$ cat src/hw/rtl/sbcd_pkg.sv
`timescale 1ns / 1ps

package sbcd_pkg;

	// Frame geometry.
	localparam int FrameLen   = 25;
	localparam int StoreBytes = FrameLen - 1;
	localparam int PosW       = 5;
	localparam logic [PosW-1:0] LastPos = PosW'(FrameLen - 1);

	// Channel geometry.
	localparam int NumChan = 8;
	localparam int RawW    = 11;
	localparam int ChanW   = 10;

	// Watchdog.
	localparam int WdW = 10;
	localparam logic [WdW-1:0] WdMax = '1;

	// Configuration port and reset values.
	localparam int CfgIdxW  = 2;
	localparam int CfgDataW = 11;
	localparam int HdrW     = 8;
	localparam logic [WdW-1:0]  TimeoutReset = WdW'(500);
	localparam logic [HdrW-1:0] HeaderReset  = 8'h0F;
	localparam logic [RawW-1:0] CenterReset  = RawW'(1000);

	typedef enum logic [CfgIdxW-1:0] {
		REG_TIMEOUT = 2'd0,
		REG_HEADER  = 2'd1,
		REG_CENTER  = 2'd2
	} cfg_reg_t;

	// Input kinds carried in tuser.
	localparam logic MODE_BYTE = 1'b0;
	localparam logic MODE_TICK = 1'b1;

	// Result causes carried in tuser.
	localparam logic CAUSE_FRAME   = 1'b0;
	localparam logic CAUSE_TIMEOUT = 1'b1;

	// Subtract the center and divide by four, rounding toward zero.
	function automatic logic [ChanW-1:0] scale_chan(input logic [RawW-1:0] raw,
			input logic [RawW-1:0] ctr);
		logic signed [RawW+1:0] diff;
		logic signed [RawW+1:0] biased;
		diff   = signed'({2'b00, raw}) - signed'({2'b00, ctr});
		biased = diff[RawW+1] ? diff + (RawW+2)'(3) : diff;
		return biased[ChanW+1:2];
	endfunction

endpackage

$ cat src/hw/rtl/sbus_channel_decoder.sv
`timescale 1ns / 1ps

// Serial frame decoder with a receive watchdog. Each input beat is either a
// received byte (tuser 0) or a time tick in milliseconds (tuser 1). Bytes
// fill a 25-byte frame at a wrapping position; on the last byte a frame with
// the configured header and zero bytes 23 and 24 yields one output beat of
// eight decoded channels (tuser 0). Once the watchdog has reached the
// configured timeout, every tick yields one beat of zeroed channels
// (tuser 1). One input beat is taken every cycle: a beat passes an input
// register and one decode stage into the output register. Input ready drops
// only when the input register holds a beat with a result and the output
// register is full and not taken in that cycle. Configuration is to be
// written by the user only while the block is idle; the block itself does
// not enforce this.
module sbus_channel_decoder (
	input  logic        clk,
	input  logic        arst_n,
	// Input stream.
	input  logic        s_axis_tvalid,
	output logic        s_axis_tready,
	input  logic [15:0] s_axis_tdata,   // [7:0] rx_byte, [15:8] tick_ms
	input  logic        s_axis_tuser,   // [0] mode
	// Output stream.
	output logic        m_axis_tvalid,
	input  logic        m_axis_tready,
	output logic [79:0] m_axis_tdata,   // chan0 [9:0] up to chan7 [79:70]
	output logic        m_axis_tuser,   // [0] cause
	// Configuration write channel.
	input  logic        cfg_valid,
	output logic        cfg_ready,
	input  logic [sbcd_pkg::CfgIdxW-1:0]  cfg_index,
	input  logic [sbcd_pkg::CfgDataW-1:0] cfg_data
);

	// Configuration registers.
	logic [sbcd_pkg::WdW-1:0]  timeout_q;
	logic [sbcd_pkg::HdrW-1:0] header_q;
	logic [sbcd_pkg::RawW-1:0] center_q;

	// Input stage.
	logic       valid_s1;
	logic       mode_s1;
	logic [7:0] byte_s1;
	logic [7:0] tick_s1;

	// Block state.
	logic [7:0]                frame_q [sbcd_pkg::StoreBytes];
	logic [sbcd_pkg::PosW-1:0] pos_q;
	logic [sbcd_pkg::WdW-1:0]  wd_q;

	// Output stage.
	logic                       valid_s2;
	logic [sbcd_pkg::ChanW-1:0] chan_s2 [sbcd_pkg::NumChan];
	logic                       cause_s2;

	logic                                 is_last;
	logic                                 frame_ok;
	logic                                 wd_expired;
	logic                                 has_result;
	logic                                 out_free;
	logic                                 step_s1;
	logic [sbcd_pkg::WdW:0]               wd_sum;
	logic [sbcd_pkg::NumChan*sbcd_pkg::RawW-1:0] packed_bits;
	logic [sbcd_pkg::ChanW-1:0]           chan_calc [sbcd_pkg::NumChan];

	// Configuration writes; unknown indexes are dropped.
	assign cfg_ready = 1'b1;

	always_ff @(posedge clk or negedge arst_n) begin
		if (!arst_n) begin
			timeout_q <= sbcd_pkg::TimeoutReset;
			header_q  <= sbcd_pkg::HeaderReset;
			center_q  <= sbcd_pkg::CenterReset;
		end else if (cfg_valid) begin
			unique case (cfg_index)
				sbcd_pkg::REG_TIMEOUT: timeout_q <= cfg_data[sbcd_pkg::WdW-1:0];
				sbcd_pkg::REG_HEADER:  header_q  <= cfg_data[sbcd_pkg::HdrW-1:0];
				sbcd_pkg::REG_CENTER:  center_q  <= cfg_data[sbcd_pkg::RawW-1:0];
				default: ;
			endcase
		end
	end

	// Frame check and watchdog state for the beat in the input stage.
	assign is_last    = pos_q >= sbcd_pkg::LastPos;
	assign frame_ok   = (mode_s1 == sbcd_pkg::MODE_BYTE) && is_last
		&& (frame_q[0] == header_q) && (frame_q[sbcd_pkg::StoreBytes-1] == 8'd0)
		&& (byte_s1 == 8'd0);
	assign wd_expired = !(wd_q < timeout_q);
	assign has_result = frame_ok || ((mode_s1 == sbcd_pkg::MODE_TICK) && wd_expired);
	assign wd_sum     = {1'b0, wd_q} + {{(sbcd_pkg::WdW-7){1'b0}}, tick_s1};

	// Handshake: a beat without a result always moves on.
	assign out_free      = !valid_s2 || m_axis_tready;
	assign step_s1       = valid_s1 && (!has_result || out_free);
	assign s_axis_tready = !valid_s1 || step_s1;

	// Channel unpacking from frame bytes 1 to 11, little-endian.
	always_comb begin
		for (int b = 0; b < sbcd_pkg::NumChan * sbcd_pkg::RawW / 8; b++) begin
			packed_bits[b*8 +: 8] = frame_q[b+1];
		end
		for (int c = 0; c < sbcd_pkg::NumChan; c++) begin
			chan_calc[c] = sbcd_pkg::scale_chan(packed_bits[c*sbcd_pkg::RawW +: sbcd_pkg::RawW],
				center_q);
		end
	end

	// Input stage control.
	always_ff @(posedge clk or negedge arst_n) begin
		if (!arst_n) begin
			valid_s1 <= 1'b0;
		end else if (s_axis_tready) begin
			valid_s1 <= s_axis_tvalid;
		end
	end

	// Input stage payload.
	always_ff @(posedge clk) begin
		if (s_axis_tvalid && s_axis_tready) begin
			mode_s1 <= s_axis_tuser;
			byte_s1 <= s_axis_tdata[7:0];
			tick_s1 <= s_axis_tdata[15:8];
		end
	end

	// Byte position and watchdog.
	always_ff @(posedge clk or negedge arst_n) begin
		if (!arst_n) begin
			pos_q <= '0;
			wd_q  <= '0;
		end else if (step_s1) begin
			if (mode_s1 == sbcd_pkg::MODE_BYTE) begin
				if (is_last) begin
					pos_q <= '0;
					if (frame_ok) begin
						wd_q <= '0;
					end
				end else begin
					pos_q <= pos_q + 1'b1;
				end
			end else if (!wd_expired) begin
				wd_q <= wd_sum[sbcd_pkg::WdW] ? sbcd_pkg::WdMax : wd_sum[sbcd_pkg::WdW-1:0];
			end
		end
	end

	// Frame store; written at the current position, never cleared.
	always_ff @(posedge clk) begin
		if (step_s1 && (mode_s1 == sbcd_pkg::MODE_BYTE) && !is_last) begin
			frame_q[pos_q] <= byte_s1;
		end
	end

	// Output stage control.
	always_ff @(posedge clk or negedge arst_n) begin
		if (!arst_n) begin
			valid_s2 <= 1'b0;
		end else if (out_free) begin
			valid_s2 <= step_s1 && has_result;
		end
	end

	// Output stage payload: decoded channels or zeros on timeout.
	always_ff @(posedge clk) begin
		if (step_s1 && has_result) begin
			cause_s2 <= frame_ok ? sbcd_pkg::CAUSE_FRAME : sbcd_pkg::CAUSE_TIMEOUT;
			for (int c = 0; c < sbcd_pkg::NumChan; c++) begin
				chan_s2[c] <= frame_ok ? chan_calc[c] : '0;
			end
		end
	end

	assign m_axis_tvalid = valid_s2;
	assign m_axis_tuser  = cause_s2;

	always_comb begin
		for (int c = 0; c < sbcd_pkg::NumChan; c++) begin
			m_axis_tdata[c*sbcd_pkg::ChanW +: sbcd_pkg::ChanW] = chan_s2[c];
		end
	end

endmodule
$ cat config.mk
export PLATFORM = sky130hd
export DESIGN_NAME = sbus_channel_decoder
export DESIGN_NICKNAME = d
export VERILOG_FILES = /design/src/hw/rtl/sbcd_pkg.sv /design/src/hw/rtl/sbus_channel_decoder.sv
export SDC_FILE = /design/constraint.sdc
export NUM_CORES = 1
export LEC_CHECK = 0
export ABC_AREA = 1
export BUFFER_PORTS_ARGS = -buffer_cell sky130_fd_sc_hd__buf_2
export CELL_PAD_IN_SITES_DETAIL_PLACEMENT = 1
export CELL_PAD_IN_SITES_GLOBAL_PLACEMENT = 1
export CORE_MARGIN = 2
export CORE_UTILIZATION = 51
export CTS_BUF_LIST = sky130_fd_sc_hd__clkbuf_4
export CTS_CLUSTER_DIAMETER = 30
export CTS_CLUSTER_SIZE = 25
export DETAILED_ROUTE_END_ITERATION = 16
export GPL_TIMING_DRIVEN = 0
export PLACE_DENSITY = 0.92
export REMOVE_ABC_BUFFERS = 1
export SLEW_MARGIN = 20
export SYNTH_ARGS = -nofsm -noshare
export SYNTH_HDL_FRONTEND = slang
export SYNTH_SLANG_ARGS = --single-unit
$ cat constraint.sdc
create_clock -name clk -period 10.9 [get_ports clk]
set_input_delay 0.545 -clock clk [delete_from_list [all_inputs] [get_ports clk]]
set_output_delay 0.545 -clock clk [all_outputs]
set_load 0.005 [all_outputs]
==> impl_results.md <==
- 1st-iter DRT viols: 950
- Via-to-Cell Ratio: 5.73
- DRT Pass-1 Iters: 5
- Final WL: 51.8 mm
- Final setup vio count: 0
- DR vias: 14,334
- Int Pwr: 1.99 mW
- Syn. warnings: 0
- Most frequent cell after synthesis: nand2_1
- Min-delay worst type: primary input to flip-flop
- Global-route met2 utilization: 0.579
- Critical path class: flip-flop to flip-flop
- Number of remaining DRC errors: 0
- Initial antenna violation count: 1
- # port buffers: 117
- Global-route met3 utilization: 0.0570
- Least-Margin Pin Slew: 1.12 ns
- Cell mode on critical path: nor2_1
- Die Ht: 179 um
- RSZ-0062 raised after global routing: no
- Delay of the slowest critical-path stage: 0.96 ns
- GR peak layer: met2
- FF+latch area: 7240 um2
- Root buffer cell: clkbuf_4
- Critical path data required time: 11.24 ns
- Startpoint Class: flip-flop
- Async SR Flop Fraction: 0.185
- Die Width: 179 um
- Slew HR: 0.248
- Synth Instances: 1,887
- Setup TNS Final: 0 ns
- MaxCap Viol Count: 0
- Clk sinks: 248
- CP bufs+invs: 0
- Die area: 32,000 um2
- Num rows: 64
- Synthesized area: 15,600 um2
- Grt ovf: 0
- WHS: 0.0636 ns
- Status: finished, final reports clean
- Post-synthesis adder-cell area fraction: 0.0989
- Total track usage: 0.329
- Vias in the first global route: 15,343
- Share of layout cells above drive strength 1: 0.136
- Hold Violations, Final: 0
- Area share of the largest cell type after synthesis: 0.388
- Initial Utilization: 0.515
- Setup bufs post-CTS: 0
- Top_reg_cell synth: edfxtp_1
- Fin nets: 2,214
- WL/cell: 20.7 um
- Sequential power share: 0.364
- Met1 Track Usage GR: 0.371
- Synth area leader: edfxtp_1
- Synth cell types: 44
- Peak VDD IR: 0.112 mV
- Multi-input logic area: 7260 um2
- Total I/O pin count: 119
- Yosys reg bits: 248
- Combinational Power Share: 0.356
- Final Cycle Share: 0.364
- Post-CTS Hold Fix Bufs: 18
- Multiplexer area fraction after synthesis: 0
- Synth top cells by count: nand2_1 (574), inv_1 (262), edfxtp_1 (202), nor2_1 (185), nand3_1 (137)
- Clock skew: 0.0381 ns
- Slowest cell on crit path: nor2_1
- Final HPWL DP: 33.6 mm
- Mapped Avg Cell Area: 8.28 um2
- Core box area: 30,300 um2
- Post-synthesis simple-gate area fraction: 0.275
- Register area share after synthesis: 0.463
- First-pass GRT wire length: 81.4 mm
- Reg clk slew, reported paths: 0.12 ns
- Post-synthesis compound-gate area fraction: 0.0788
- Filler instances: 3,748
- Fmax: 252 MHz
- Worst path arrival time: 4.30 ns
- Clock tree buffer depth: 3
- Largest net degree at the start of global routing: 68
- Fin. max-slew vios: 0
- Post-cts resize count: 0
- Sw Share: 0.412
- PwrDens: 191 nW/um2
- GP Congestion: 0.898
- Post-synth EDFFs: 202
- Inserted Clock Buffers: 53
- Static Leak: 8.28 nW
- Worst-path fanout max: 17
- Clock insertion delay at the later pin of the skew report: 0.75 ns
- Largest family of logic cells by synthesized area: simple AND/OR/NAND/NOR gates
- # H-tree levels: 2
- CP cell instances: nor2_1 > nand2_1 > nor2_1 > nand4_1 > nor2_1 > nand2_4 > nand2_2 > a21boi_1 > nand3_2 > nor2_1
- Switching power: 1.40 mW
- Critical path endpoint category: flip-flop
- Largest cells by area after synthesis: edfxtp_1 (39%), nand2_1 (14%), ha_1 (8.7%)
- Clk pwr share: 0.279
- Top delay family on crit path: simple AND/OR/NAND/NOR gates
- TritonCTS clock tree: done
- Post-synthesis xor/xnor area fraction: 0.0118
- Antenna viol nets, final: 0
- Layout overhead on the synthesized area: 13.3%
- Clock period minus worst slack: 3.96 ns
[power by group through the flow]
stage | combinational, mW | sequential (mW) | clock [mW]
finish | 1.21 | 1.23 | 0.946
global route | 1.34 | 1.24 | 0.987
detailed placement | 1.14 | 1.24 | 0
CTS | 1.18 | 1.23 | 0.936
floorplan | 0.802 | 1.22 | 0
global placement | 1.03 | 1.24 | 0
[sequential cells by signal (all words and copies together) (netlist names)]
register	count
m_axis_tuser	1
frame_q	104
byte_s1	8
chan_s2	80
valid_s1	1
center_q	11
timeout_q	10
pos_q	5
tick_s1	8
m_axis_tvalid	1
mode_s1	1
header_q	8
wd_q	10
[through the flow]
stage               cell area, um2  worst slack (ns)  cells  power [mW]   util
floorplan                    15500              7.29   1869        2.02      -
global placement             16600              6.04   2382        2.27  0.546
detailed placement           16600              7.26   2383        2.38  0.547
CTS                          17700              7.11   2501        3.34  0.583
global route                 17700              6.90   2503        3.56  0.583
finish                       17700              6.94   2503        3.39  0.583
[final timing paths]
path	from	endpoint	slack, ns	depth (start not counted)
hold reg to reg	center_q[9]	center_q[9]	0.50	2
hold / removal	s_axis_tvalid	valid_s1	0.06	3
max in group asynchronous	arst_n	center_q[1]	10.06	2
setup / recovery	byte_s1[1]	frame_q[6][5]	6.94	10
min in group asynchronous	arst_n	m_axis_tvalid	0.38	2
setup reg to reg	byte_s1[1]	frame_q[6][5]	6.94	10
[worst reg2reg max path: stages (launching register included)]
cell and delay [ns]:
edfxtp_1 0.86, nor2_1 0.14, nand2_1 0.12, nor2_1 0.06, nand4_1 0.10, nor2_1 0.09, nand2_4 0.33, nand2_2 0.18
a21boi_1 0.36, nand3_2 0.37, nor2_1 0.96
[layout make-up]
type	instances	area share
diodes	1	0.000141
clock buffers	61	0.0259
repair buffers	137	0.0455
flip-flops and latches	248	0.409
inverters	266	0.0566
well taps	396	0.0280
clock inverters	39	0.0247
multi-input cells	1355	0.410
[cells by family after synthesis]
| family | count (synthesis) |
|---|---|
| flops | 248 |
| xor+xnor | 21 |
| buf+inv | 284 |
| compound gates | 207 |
| other cells | 1 |
| fa+ha+maj | 118 |
| simple gates | 1008 |
[per-layer routing]
metal	vias to the layer above	wire [um]	share of wire
met5	-	0	0
met4	0	3280	0.063
met3	218	2970	0.057
met2	569	25700	0.50
met1	6932	19800	0.38
li1	6615	-	-
[cell usage in the layout (no fill, tap or decap), drive strengths merged]
cell type / n
ha: 109
nand3b: 12
clkinv: 19
xnor2: 18
or2: 3
clkinvlp: 6
and2: 3
nand2: 582
dfstp: 16
edfxtp: 202
and3: 9
a21oi: 94
o22ai: 1
nor2: 199
o21bai: 13
diode: 1
nand3: 145
o21a: 8
fa: 9
clkbuf: 61
inv: 273
a21boi: 1
a21o: 2
dfrtp: 30
o21ai: 66
conb: 1
bufinv: 7
nand4: 36
a211oi: 3
o211ai: 1
buf: 118
xor2: 3
o211a: 3
nor3: 19
a31oi: 15
dlygate4sd3: 19
(Power assumes the default switching activity.)
